### src/rtl/spq_pkg.sv
// ----------------------------------------------------------------------------
// spq_pkg
// Shared types and constants of the sorted priority queue: beat payloads,
// status codes, opcodes, and the controller/datapath command and status.
// ----------------------------------------------------------------------------
package spq_pkg;

  localparam int unsigned SPQ_DEPTH = 16;

  localparam logic OP_INSERT = 1'b0;
  localparam logic OP_DELETE = 1'b1;

  localparam logic [1:0] STAT_OK    = 2'd0;
  localparam logic [1:0] STAT_EMPTY = 2'd1;
  localparam logic [1:0] STAT_FULL  = 2'd2;

  typedef struct packed {
    logic               opcode;
    logic signed [31:0] value;
  } spq_req_t;

  typedef struct packed {
    logic signed [31:0] removed_value;
    logic [1:0]         status;
    logic [4:0]         occupancy;
  } spq_rsp_t;

  typedef struct packed {
    logic load;
    logic rd_en;
    logic rd_prev;
    logic wr_en;
    logic wr_key;
    logic wr_prev;
    logic ptr_inc;
    logic ptr_dec;
    logic cnt_inc;
    logic cnt_dec;
    logic cap_removed;
  } spq_cmd_t;

  typedef struct packed {
    logic full;
    logic empty;
    logic ptr_zero;
    logic ptr_at_cnt;
    logic greater;
  } spq_sts_t;

endpackage

### src/rtl/spq_datapath.sv
// ----------------------------------------------------------------------------
// spq_datapath
// Key store, read register, scan pointer, fill count and result registers.
// ----------------------------------------------------------------------------
module spq_datapath import spq_pkg::*; #(
  parameter int unsigned DEPTH = SPQ_DEPTH
) (
  input  logic     clk_i,
  input  logic     rst_ni,
  input  spq_req_t req_i,
  input  spq_cmd_t cmd_i,
  output spq_sts_t sts_o,
  output spq_rsp_t rsp_o
);

  localparam int unsigned AW = (DEPTH > 1) ? $clog2(DEPTH) : 1;
  localparam int unsigned CW = $clog2(DEPTH + 1);

  logic signed [31:0] mem [DEPTH];
  logic signed [31:0] rd_data_q;
  logic signed [31:0] key_q;
  logic signed [31:0] removed_q;
  logic [1:0]         status_q;
  logic [CW-1:0]      ptr_q;
  logic [CW-1:0]      count_q;
  logic [CW-1:0]      ptr_prev;
  logic [AW-1:0]      rd_addr;
  logic [AW-1:0]      wr_addr;
  logic signed [31:0] wr_data;

  assign ptr_prev = ptr_q - CW'(1);
  assign rd_addr  = cmd_i.rd_prev ? ptr_prev[AW-1:0] : ptr_q[AW-1:0];
  assign wr_addr  = cmd_i.wr_prev ? ptr_prev[AW-1:0] : ptr_q[AW-1:0];
  assign wr_data  = cmd_i.wr_key ? key_q : rd_data_q;

  always_ff @(posedge clk_i) begin
    if (cmd_i.wr_en) begin
      mem[wr_addr] <= wr_data;
    end
    if (cmd_i.rd_en) begin
      rd_data_q <= mem[rd_addr];
    end
  end

  always_ff @(posedge clk_i) begin
    if (cmd_i.load) begin
      key_q <= req_i.value;
    end
  end

  always_ff @(posedge clk_i or negedge rst_ni) begin
    if (!rst_ni) begin
      ptr_q     <= '0;
      count_q   <= '0;
      removed_q <= '0;
      status_q  <= STAT_OK;
    end else begin
      if (cmd_i.load) begin
        ptr_q     <= (req_i.opcode == OP_INSERT) ? count_q : '0;
        removed_q <= '0;
        if (req_i.opcode == OP_DELETE && sts_o.empty) begin
          status_q <= STAT_EMPTY;
        end else if (req_i.opcode == OP_INSERT && sts_o.full) begin
          status_q <= STAT_FULL;
        end else begin
          status_q <= STAT_OK;
        end
      end else if (cmd_i.ptr_inc) begin
        ptr_q <= ptr_q + CW'(1);
      end else if (cmd_i.ptr_dec) begin
        ptr_q <= ptr_prev;
      end
      if (cmd_i.cap_removed) begin
        removed_q <= rd_data_q;
      end
      if (cmd_i.cnt_inc) begin
        count_q <= count_q + CW'(1);
      end else if (cmd_i.cnt_dec) begin
        count_q <= count_q - CW'(1);
      end
    end
  end

  assign sts_o.full       = (count_q == CW'(DEPTH));
  assign sts_o.empty      = (count_q == '0);
  assign sts_o.ptr_zero   = (ptr_q == '0);
  assign sts_o.ptr_at_cnt = (ptr_q == count_q);
  assign sts_o.greater    = (rd_data_q > key_q);

  assign rsp_o.removed_value = removed_q;
  assign rsp_o.status        = status_q;
  assign rsp_o.occupancy     = 5'(count_q);

`ifndef SYNTHESIS
  a_count_range: assert property (@(posedge clk_i) disable iff (!rst_ni)
    count_q <= CW'(DEPTH))
    else $error("fill count above depth");

  a_wr_in_range: assert property (@(posedge clk_i) disable iff (!rst_ni)
    (cmd_i.wr_en && !cmd_i.wr_prev) |-> ptr_q < CW'(DEPTH))
    else $error("store write beyond depth");
`endif

endmodule

### src/rtl/spq_controller.sv
// ----------------------------------------------------------------------------
// spq_controller
// Sequencer for insert (scan down from the top, shift larger keys up) and
// delete-min (take the head, shift the rest down), one store access a step.
// ----------------------------------------------------------------------------
module spq_controller import spq_pkg::*; (
  input  logic     clk_i,
  input  logic     rst_ni,
  input  logic     start,
  input  logic     opcode_i,
  input  spq_sts_t sts_i,
  output spq_cmd_t cmd_o,
  output logic     busy,
  output logic     done_o
);

  typedef enum logic [2:0] {
    ST_IDLE,
    ST_INS_CHK,
    ST_INS_CMP,
    ST_DEL_RD,
    ST_DEL_HEAD,
    ST_DEL_CHK,
    ST_DEL_MOV
  } state_e;

  state_e state_q, state_d;
  logic   done_q, done_d;

  always_comb begin
    state_d = state_q;
    done_d  = 1'b0;
    cmd_o   = '0;
    unique case (state_q)
      ST_IDLE: begin
        if (start) begin
          cmd_o.load = 1'b1;
          if (opcode_i == OP_INSERT && !sts_i.full) begin
            state_d = ST_INS_CHK;
          end else if (opcode_i == OP_DELETE && !sts_i.empty) begin
            state_d = ST_DEL_RD;
          end else begin
            done_d = 1'b1;
          end
        end
      end
      ST_INS_CHK: begin
        if (sts_i.ptr_zero) begin
          cmd_o.wr_en   = 1'b1;
          cmd_o.wr_key  = 1'b1;
          cmd_o.cnt_inc = 1'b1;
          done_d        = 1'b1;
          state_d       = ST_IDLE;
        end else begin
          cmd_o.rd_en   = 1'b1;
          cmd_o.rd_prev = 1'b1;
          state_d       = ST_INS_CMP;
        end
      end
      ST_INS_CMP: begin
        cmd_o.wr_en = 1'b1;
        if (sts_i.greater) begin
          cmd_o.ptr_dec = 1'b1;
          state_d       = ST_INS_CHK;
        end else begin
          cmd_o.wr_key  = 1'b1;
          cmd_o.cnt_inc = 1'b1;
          done_d        = 1'b1;
          state_d       = ST_IDLE;
        end
      end
      ST_DEL_RD: begin
        cmd_o.rd_en   = 1'b1;
        cmd_o.ptr_inc = 1'b1;
        state_d       = ST_DEL_HEAD;
      end
      ST_DEL_HEAD: begin
        cmd_o.cap_removed = 1'b1;
        state_d           = ST_DEL_CHK;
      end
      ST_DEL_CHK: begin
        if (sts_i.ptr_at_cnt) begin
          cmd_o.cnt_dec = 1'b1;
          done_d        = 1'b1;
          state_d       = ST_IDLE;
        end else begin
          cmd_o.rd_en = 1'b1;
          state_d     = ST_DEL_MOV;
        end
      end
      ST_DEL_MOV: begin
        cmd_o.wr_en   = 1'b1;
        cmd_o.wr_prev = 1'b1;
        cmd_o.ptr_inc = 1'b1;
        state_d       = ST_DEL_CHK;
      end
      default: begin
        state_d = ST_IDLE;
      end
    endcase
  end

  always_ff @(posedge clk_i or negedge rst_ni) begin
    if (!rst_ni) begin
      state_q <= ST_IDLE;
      done_q  <= 1'b0;
    end else begin
      state_q <= state_d;
      done_q  <= done_d;
    end
  end

  assign busy   = (state_q != ST_IDLE);
  assign done_o = done_q;

`ifndef SYNTHESIS
  a_done_idle: assert property (@(posedge clk_i) disable iff (!rst_ni)
    done_q |-> state_q == ST_IDLE)
    else $error("result strobe while sequence still running");

  a_cmp_after_chk: assert property (@(posedge clk_i) disable iff (!rst_ni)
    state_q == ST_INS_CMP |-> $past(state_q) == ST_INS_CHK)
    else $error("compare step without preceding read");
`endif

endmodule

### src/rtl/sorted_priority_queue.sv
// ----------------------------------------------------------------------------
// sorted_priority_queue
// Ascending priority queue of signed 32-bit keys held in a sorted store.
// ----------------------------------------------------------------------------
// A beat is taken when start is high and busy is low; each beat returns one
// result on rsp_o, marked by done_o for exactly one cycle, which the receiver
// must take then. The store is accessed at most once a step, and every step of
// a scan is a read followed by a compare/write: an insert scans down past the
// larger keys and writes the key below them or at the head, a delete-min
// moves every remaining key down, and an insert on a full queue or a delete on
// an empty one does no scan; done_o rises in the cycle after the last step,
// and busy is already low then.
module sorted_priority_queue import spq_pkg::*; #(
  parameter int unsigned DEPTH = SPQ_DEPTH
) (
  input  logic     clk_i,
  input  logic     rst_ni,
  input  logic     start,
  output logic     busy,
  input  spq_req_t req_i,
  output logic     done_o,
  output spq_rsp_t rsp_o
);

  spq_cmd_t cmd;
  spq_sts_t sts;

  spq_controller u_ctrl (
    .clk_i    (clk_i),
    .rst_ni   (rst_ni),
    .start    (start),
    .opcode_i (req_i.opcode),
    .sts_i    (sts),
    .cmd_o    (cmd),
    .busy     (busy),
    .done_o   (done_o)
  );

  spq_datapath #(
    .DEPTH (DEPTH)
  ) u_dp (
    .clk_i  (clk_i),
    .rst_ni (rst_ni),
    .req_i  (req_i),
    .cmd_i  (cmd),
    .sts_o  (sts),
    .rsp_o  (rsp_o)
  );

endmodule

### config.mk
export PLATFORM = sky130hd
export DESIGN_NAME = sorted_priority_queue
export DESIGN_NICKNAME = d
export VERILOG_FILES = /design/src/rtl/spq_pkg.sv /design/src/rtl/spq_datapath.sv /design/src/rtl/spq_controller.sv /design/src/rtl/sorted_priority_queue.sv
export SDC_FILE = /design/constraint.sdc
export NUM_CORES = 1
export LEC_CHECK = 0
export BUFFER_PORTS_ARGS = -buffer_cell sky130_fd_sc_hd__buf_2
export CAP_MARGIN = 0
export CELL_PAD_IN_SITES_DETAIL_PLACEMENT = 0
export CELL_PAD_IN_SITES_GLOBAL_PLACEMENT = 1
export CORE_ASPECT_RATIO = 0.75
export CORE_UTILIZATION = 45
export DETAILED_ROUTE_END_ITERATION = 16
export PLACE_DENSITY = 0.8
export SETUP_SLACK_MARGIN = 0.02
export SLEW_MARGIN = 10
export SYNTH_ARGS = -nofsm -noshare
export SYNTH_HDL_FRONTEND = slang
export SYNTH_SLANG_ARGS = --single-unit
### constraint.sdc
create_clock -name clk_i -period 11.23 [get_ports clk_i]
set_clock_uncertainty 0.05 [all_clocks]
set_input_delay 2.8075 -clock clk_i [delete_from_list [all_inputs] [get_ports clk_i]]
set_output_delay 2.8075 -clock clk_i [all_outputs]
set_load 0.005 [all_outputs]
==> results of run 1 <==
[through the flow]
step | hold WS [ns] | power [mW] | util (%)
3_3_place_gp | 0.427 | 6.89 | 48.0
6_report | 0.438 | 8.97 | 51.6
2_1_floorplan | 0.415 | 6.00 | -
3_5_place_dp | 0.417 | 6.97 | 48.0
4_1_cts | 0.446 | 9.04 | 51.6
5_1_grt | 0.465 | 9.39 | 51.6
[area by class of cell]
class / instances / area (µm²)
clock buffers: 68 / 1490
fillers: 4298 / 27100
multi-input cells: 612 / 6710
repair buffers: 107 / 613
flip-flops and latches: 624 / 18500
inverters: 48 / 180
well taps: 731 / 915
clock inverters: 41 / 515
[power by group through the flow]
stage / registers, mW / clock network, mW / logic, mW
detailed placement: 3.56 / 0 / 3.40
finish: 3.52 / 2.07 / 3.39
global placement: 3.54 / 0 / 3.34
CTS: 3.52 / 2.10 / 3.43
global route: 3.54 / 2.19 / 3.65
floorplan: 3.48 / 0 / 2.52
[flip-flops by register name (all words and copies together), names as in the netlist]
register        flops
u_dp.count_q        5
u_ctrl.state_q      3
u_dp.key_q         32
u_dp.status_q       2
u_ctrl.done_o       1
u_dp.mem          512
u_dp.removed_q     32
u_dp.ptr_q          5
u_dp.rd_data_q     32
[placed cells by master (no fill, tap or decap), drive strengths merged, types with 25 or more instances in the layout]
cell,count
a21oi,29
buf,107
clkbuf,68
clkinv,25
dfrtp,48
edfxtp,576
ha,38
inv,49
mux2,36
mux2i,98
mux4,128
nand2,98
nand3,42
nor2,38
[synthesized netlist by cell type, types with 2 or more instances]
| library cell | n | share of area [%] |
|---|---|---|
| xnor2_1 | 8 | 0.27 |
| a31oi_1 | 6 | 0.15 |
| buf_4 | 12 | 0.35 |
| o22a_1 | 2 | 0.068 |
| o31ai_1 | 2 | 0.059 |
| mux2_4 | 28 | 1.6 |
| buf_1 | 5 | 0.073 |
| a21o_1 | 2 | 0.059 |
| nor3_1 | 7 | 0.14 |
| buf_2 | 22 | 0.43 |
| mux4_2 | 128 | 11 |
| ha_1 | 38 | 1.9 |
| o21a_1 | 3 | 0.088 |
| nand2b_1 | 2 | 0.049 |
| clkbuf_1 | 18 | 0.26 |
| buf_6 | 3 | 0.13 |
| and2_1 | 3 | 0.073 |
| nor4_1 | 4 | 0.098 |
| mux2i_1 | 98 | 3.8 |
| edfxtp_1 | 576 | 68 |
| nand4_1 | 5 | 0.12 |
| xor2_1 | 5 | 0.17 |
| o21ai_0 | 18 | 0.35 |
| nor2b_1 | 3 | 0.073 |
| a21oi_1 | 29 | 0.57 |
| o211ai_1 | 4 | 0.12 |
| a21bo_2 | 2 | 0.078 |
| dfrtp_1 | 48 | 4.7 |
| nor2_1 | 37 | 0.54 |
| inv_1 | 48 | 0.70 |
| nand2_1 | 98 | 1.4 |
| buf_12 | 3 | 0.23 |
| a21boi_0 | 2 | 0.059 |
| mux2_2 | 8 | 0.35 |
| o41ai_1 | 3 | 0.10 |
| nand3_1 | 42 | 0.82 |
| o22ai_1 | 2 | 0.049 |
[per-layer routing]
metal | GRT usage, % | routed length [µm] | share of wire, % | vias to the layer above
met5 | 0 | 0 | 0 | -
met4 | 4.85 | 998 | 1.7 | 0
met3 | 3.23 | 4080 | 7.0 | 87
met2 | 32.1 | 27900 | 48 | 502
met1 | 29.4 | 25100 | 43 | 6986
li1 | - | - | - | 5576
[final timing paths]
kind	startpoint	end	slack, ns	cells after the start
min	u_dp.status_q[1]	u_dp.status_q[1]	0.44	2
min reg2reg	u_dp.status_q[1]	u_dp.status_q[1]	0.44	2
max reg2reg	u_dp.rd_data_q[13]	u_dp.count_q[3]	6.25	13
max in group asynchronous	rst_ni	u_dp.removed_q[13]	8.36	2
max	u_dp.rd_data_q[13]	u_dp.count_q[3]	6.25	13
min in group asynchronous	rst_ni	u_dp.removed_q[28]	2.26	2
[kinds of logic after synthesis]
logic type                 synth area share, %
and+or+nand+nor                           3.83
DFF                                       72.3
AOI/OAI and AO/OA                         2.14
buffers and inverters                     2.19
muxes                                     17.1
adders and majority gates                 1.94
xor gates and xnor gates                 0.509
[worst register-to-register path: stages (launching register included)]
cell	delay (ns)
edfxtp_1	0.42
ha_1	0.33
nand4_1	0.21
nor4_1	0.84
and3_2	0.37
a2111oi_1	0.06
a311o_2	0.46
nor2_8	0.81
inv_1	0.25
ha_1	0.38
a21oi_1	0.17
nand2_1	0.10
xor2_1	0.14
mux2_2	0.26
==> results.yml, run 1 <==
drt:
  via_count: 13200
  ant_nets: 0
  wire_per_inst_um: 26.0
  drc: 0
  vias_per_cell: 5.89
  wl_um: 58000
  firstDrtPassIters: 6
  drtIter0Drc: 1424
yosys:
  yosys_warnings: 0
  synthesis.area_um2: 25600
  synth_edf_count: 576
  yosys_most_used_dff: "edfxtp_1"
  syn_avg_cell_area_um2: 19.0
  synthesis.nets: 1422
  ys_ff_latch: 624
  ys_seq_area_share_pct: 72.3
  async_reset_ff_share_pct: 7.69
  ys_types: 60
  netlist_instances: 1347
cells_and_area:
  nNetsFinal: 1526
  diodes: 0
  postLayoutCellArea_um2: 28900
  drive_above_1_share_pct: 26.3
  fin_cells: 2231
  area_growth_pct: 13.0
power_and_ir_drop:
  pwr-share-seq_pct: 39.2
  ir_drop_uv: 249
  swShare_pct: 33.6
  p_clk_share_pct: 23.1
  leakage_nw: 10.2
  power.internal_mw: 5.96
  p_comb_share_pct: 37.7
  powerDensity_nw_per_um2: 310
  power_switching_mw: 3.01
clock_network:
  cts_root_buf: "clkbuf_16"
  ctsResizeCount: 0
  cts_tree: "done"
  htree_levels: 2
  clk_pin_slew_ns: 0.06
  post-cts-setup-buffer-count: 0
  holdBufCountCts: 0
  cts_made_buffers: 58
  cts_num_sinks: 624
  ctsLongestPathBuffers: 3
  clk_latency_ns: 0.63
placement:
  placed_cell_area_um2: 26900
  place_worst_setup_slack_ns: 5.84
  dp.cells: 2122
  place_hpwl_um: 32500
  portBuffers: 76
  place.gp.congestion: 0.796
sta:
  fin_ws_ns: 6.25
  rsz0062_at_grt: "no"
  hold_violations: 0
  slew-limit-headroom_pct: 23.1
  finalCriticalPeriod_ns: 4.98
  fin_crit_sh_pct: 44.3
  slew_viol_final: 0
  setup_viol_count_final: 0
  fmax_ghz: 0.201
  worst_pin_slew_ns: 1.15
  fin_setup_tns_ns: 0
worst_setup_path:
  worstPathArrival_ns: 5.43
  critical-path-top-delay-family: "simple AND/OR/NAND/NOR gates"
  cp_common_cell: "ha_1"
  critical_path_class: "reg -> reg"
  setup.worst_path.start_class: "flip-flop"
  critPathBufInv: 1
  slowest_stage: "nor4_1"
  cp.required_ns: 11.68
  worst_setup_path_end_kind: "flip-flop"
  cp_max_fo: 34
  slowest_delay_ns: 0.84
  path_cells: "ha_1 > nand4_1 > nor4_1 > and3_2 > a2111oi_1 > a311o_2 > nor2_8 > inv_1 > ha_1 > a21oi_1 > nand2_1 > xor2_1 > mux2_2"
die:
  rows: 75
  core-area_um2: 56000
  die_x_um: 277
  initial_core_util_pct: 45.7
  design.die.area_um2: 57800
  io_pins: 77
  die_h_um: 209
job:
  drv_cap: 0
run_status:
  outcome: "finished, final reports clean"
global_routing:
  grt_max_degree: 59
  grt_pass1_wl_um: 86100
  antenna_found_initial: 0
  track_usage_pct: 20.2
  first_global_vias: 13200
  overflow: 0
min_path:
  min_path_type: "reg -> reg"
Power figures use the tool's default switching activity.
==> run 2, diff against run 1 <==
PLACE_DENSITY = 0.82   (was 0.8)
clock period = 4.4 ns   (was 11.23 ns; I/O delays follow)
==> run 2 against run 1 <==
Against the previous run:
- final cell count barely moved
- die area did not move
- clock-buffer cell count grew 3
- sequential power rose to 2.6 times the previous value
- via count shrank 0.50%
- setup slack lost 5.6 ns
- highest routed layer unchanged
- clock power increased by 120%
==> results.yml, run 2 (synthesis gave the netlist of run 1 again) <==
cells_and_area:
  drive_above_1_share_pct: 25.7
  nNetsFinal: 1535
  postLayoutCellArea_um2: 28900
  largest_register_ffs: 512
  diodes: 0
  area_growth_pct: 13.0
  utilization_pct: 51.6
  max_flop_register: "u_dp.mem"
  layout_common_cells: "edfxtp_1 (576), mux4_2 (128), mux2i_1 (98)"
  fin_cells: 2233
  layout_commonest_cell: "edfxtp_1"
job:
  drv_cap: 0
clock_network:
  clk_latency_ns: 0.60
  cts_tree: "done"
  holdBufCountCts: 0
  cts_root_buf: "clkbuf_16"
  cts_num_sinks: 624
  ctsLongestPathBuffers: 3
  clk_pin_slew_ns: 0.07
  post-cts-setup-buffer-count: 0
  cts_made_buffers: 55
  htree_levels: 2
  ctsResizeCount: 0
sta:
  slew_viol_final: 0
  slew-limit-headroom_pct: 13.9
  fin_setup_tns_ns: 0
  fin_ws_ns: 0.624
  fin_crit_sh_pct: 85.8
  finalCriticalPeriod_ns: 3.78
  fmax_ghz: 0.265
  worst_pin_slew_ns: 1.28
  hold_violations: 0
  holdWs_ns: 0.439
  rsz0062_at_grt: "no"
  setup_viol_count_final: 0
die:
  die_x_um: 277
  io_pins: 77
  rows: 75
  design.die.area_um2: 57800
  die_h_um: 209
  core-area_um2: 56000
  initial_core_util_pct: 45.7
drt:
  drc: 0
  wire_per_inst_um: 26.1
  ant_nets: 0
  wl_um: 58300
  via_count: 13100
  drtIter0Drc: 1478
  vias_per_cell: 5.86
  firstDrtPassIters: 5
placement:
  portBuffers: 76
  place_worst_setup_slack_ns: 0.605
  dp.cells: 2134
  place_hpwl_um: 31800
  place.gp.congestion: 0.778
  placed_cell_area_um2: 27200
worst_setup_path:
  cp.required_ns: 4.88
  cp_max_fo: 4
  critical_path_class: "reg -> reg"
  timing.rr.end: "u_dp.count_q[4]"
  worstPathArrival_ns: 4.25
  ff2ff_setup_slack_ns: 0.62
  setup.worst_path.start_class: "flip-flop"
  reg2regPathDepth: 14
  worst_setup_path_end_kind: "flip-flop"
  reg2reg_from: "u_dp.rd_data_q[15]"
power_and_ir_drop:
  ir_drop_uv: 462
  leakage_nw: 10.1
  power.total_mw: 22.4
  powerDensity_nw_per_um2: 774
global_routing:
  grt_max_degree: 65
  grt_pass1_wl_um: 85800
  antenna_found_initial: 1
  track_usage_pct: 20.4
  overflow: 0
  first_global_vias: 13100
min_path:
  min_to: "u_dp.removed_q[17]"
  min_from: "u_dp.removed_q[17]"
  hold-path-cell-count: 2
  min_path_type: "reg -> reg"
run_status:
  outcome: "finished, final reports clean"
==> run 2: worst max-delay path by stage <==
stage / from / endpoint / slack [ns] / depth (start not counted)
after global placement: u_dp.rd_data_q[27] / u_dp.count_q[4] / 0.65 / 13
after detailed placement: u_dp.rd_data_q[15] / u_dp.count_q[3] / 0.60 / 14
after floorplan: u_dp.ptr_q[0] / u_dp.mem[3][0] / 0.72 / 11
after CTS: u_dp.rd_data_q[15] / u_dp.count_q[4] / 0.58 / 14
final: u_dp.rd_data_q[15] / u_dp.count_q[4] / 0.62 / 14
after global routing: u_dp.rd_data_q[15] / u_dp.count_q[3] / 0.35 / 14
==> run 2: per-layer routing <==
layer,track usage (%),vias to the layer above,part of all wire (%)
li1,-,5582,-
met1,29.4,6863,42
met2,32.5,559,48
met3,3.16,81,8.2
met4,5.36,0,1.8
met5,0,-,0
==> run 2: critical path, stage by stage, from the launching register on <==
cell and delay (ns):
edfxtp_1 0.43, ha_1 0.32, nand4_1 0.22, nor4_1 0.35
buf_4 0.17, a21bo_2 0.22, a41oi_1 0.44, a311o_2 0.39
nor2_8 0.06, fa_1 0.40, inv_1 0.07, a21o_1 0.11
a21oi_1 0.08, o31ai_1 0.25, xnor2_1 0.15
==> run 2: area by class of cell <==
class | instances | area [µm²]
Timing Repair Buffer | 119 | 916
Clock inverter | 28 | 255
Multi-Input combinational cell | 612 | 6710
Fill cell | 4351 | 27100
Clock buffer | 71 | 1440
Tap cell | 731 | 915
Inverter | 48 | 180
Sequential cell | 624 | 18500
==> run 2: where the power goes <==
group	internal, mW	total, mW	switching, mW	leakage [nW]
Sequential	8.47	9.00	0.522	5.81
Clock	2.58	4.65	2.07	0.815
Combinational	3.84	8.72	4.88	3.49
Total	14.9	22.4	7.47	10.1
==> run 3, diff against run 2 <==
PLACE_DENSITY = 0.8   (was 0.82)
clock period = 4.2 ns   (was 4.4 ns; I/O delays follow)
==> run 3 against run 2 <==
Against the previous run:
- worst hold slack got worse by 0.070 ns
- core utilization increased by 0.77 points
- routed wire length decreased by 1.5%
- power increased by 8.0%
- clock power increased by 15%
- highest routed layer unchanged
- via count decreased by 1.2%
- largest cell class unchanged
- sequential cell count unchanged
- critical path depth unchanged
- sequential power increased by 4.4%
==> results.yml, run 3 (synthesis gave the netlist of run 1 again) <==
sta:
  fmax_ghz: 0.259
  slew-limit-headroom_pct: 37.1
  fin_crit_sh_pct: 91.9
  worst_pin_slew_ns: 0.943
  fin_ws_ns: 0.341
  hold_violations: 0
  slew_viol_final: 0
  setup_viol_count_final: 0
  fin_setup_tns_ns: 0
  rsz0062_at_grt: "no"
  holdWs_ns: 0.369
  finalCriticalPeriod_ns: 3.86
cells_and_area:
  fin_cells: 2248
  diodes: 0
  nNetsFinal: 1546
  max_flop_register: "u_dp.mem"
  area_growth_pct: 14.7
  utilization_pct: 52.4
  layout_common_cells: "edfxtp_1 (576), mux4_2 (128), mux2i_1 (98)"
  postLayoutCellArea_um2: 29300
  drive_above_1_share_pct: 27.0
  fillCellCount: 4298
  largest_register_ffs: 512
  layout_commonest_cell: "edfxtp_1"
global_routing:
  overflow: 0
  track_usage_pct: 20.1
  grt_max_degree: 45
  first_global_vias: 13000
  met3_usage_pct: 3.60
  antenna_found_initial: 1
  grtUsageMet1_pct: 28.1
  grt_pass1_wl_um: 85100
  use_met2_pct: 32.6
  grt_busiest_layer: "met2"
die:
  rows: 75
  die_x_um: 277
  io_pins: 77
  die_h_um: 209
  initial_core_util_pct: 45.7
  core-area_um2: 56000
  design.die.area_um2: 57800
clock_network:
  ctsResizeCount: 0
  post-cts-setup-buffer-count: 0
  clk_pin_slew_ns: 0.07
  htree_levels: 2
  cts_tree: "done"
  clk_latency_ns: 0.64
  cts_num_sinks: 624
  cts_root_buf: "clkbuf_16"
  ctsLongestPathBuffers: 3
  holdBufCountCts: 0
  cts_made_buffers: 58
power_and_ir_drop:
  power.total_mw: 24.2
  ir_drop_uv: 389
  leakage_nw: 10.3
  powerDensity_nw_per_um2: 824
worst_setup_path:
  cp.required_ns: 4.70
  critical_path_class: "reg -> reg"
  cp_max_fo: 4
  worstPathArrival_ns: 4.35
  setup.worst_path.start_class: "flip-flop"
  worst_setup_path_end_kind: "flip-flop"
run_status:
  outcome: "finished, final reports clean"
drt:
  drtIter0Drc: 1273
  wl_um: 57400
  vias_per_cell: 5.75
  ant_nets: 0
  drc: 0
  via_count: 12900
  firstDrtPassIters: 6
  wire_per_inst_um: 25.5
min_path:
  min_path_type: "in -> async"
placement:
  dp.cells: 2142
  place.gp.congestion: 0.790
  portBuffers: 76
  place_worst_setup_slack_ns: 0.329
  placed_cell_area_um2: 27400
  place_hpwl_um: 33000
job:
  drv_cap: 0
==> run 3: worst max-delay path, stage by stage, from the launching register on <==
cell,delay [ns]
edfxtp_1,0.44
ha_1,0.35
nand4_1,0.32
nor4_2,0.51
and3_2,0.34
a2111oi_1,0.07
a311o_2,0.46
nor2_8,0.14
inv_1,0.10
ha_1,0.31
a21o_1,0.18
a21oi_1,0.20
nand2_1,0.07
o31ai_1,0.08
xnor2_1,0.15
==> run 3: final cells by class <==
class                      count  area (µm²)  area share [%]
clock inverter                32         404            1.38
timing repair buffer         127        1100            3.75
multi-input combinational    612        6710            22.9
clock buffer                  74        1530            5.22
inverter                      48         180           0.614
sequential                   624       18500            63.1
tap                          731         915            3.12
==> run 3: worst paths after layout <==
kind                                    start                  to  slack [ns]  cells after the start
max                        u_dp.rd_data_q[27]     u_dp.count_q[4]        0.34                     14
min                                    rst_ni  u_dp.removed_q[28]        0.37                      1
max reg2reg                u_dp.rd_data_q[27]     u_dp.count_q[4]        0.34                     14
min reg2reg                  u_dp.status_q[0]    u_dp.status_q[0]        0.44                      2
max in group asynchronous              rst_ni  u_dp.removed_q[18]        2.86                      2
min in group clk_i           u_dp.status_q[0]    u_dp.status_q[0]        0.44                      2
==> run 3: metal layers <==
metal  vias to the layer above  routed length (µm)
li1                       5617                   -
met1                      6769               24100
met2                       448               28000
met3                        97                3930
met4                         0                1350
met5                         -                   0
==> run 3: power by group <==
| part | internal (mW) | switching [mW] | leakage [nW] |
|---|---|---|---|
| Combinational | 4.23 | 5.20 | 3.57 |
| Sequential | 8.88 | 0.521 | 5.81 |
| Clock | 3.08 | 2.26 | 0.937 |
| Total | 16.2 | 7.98 | 10.3 |
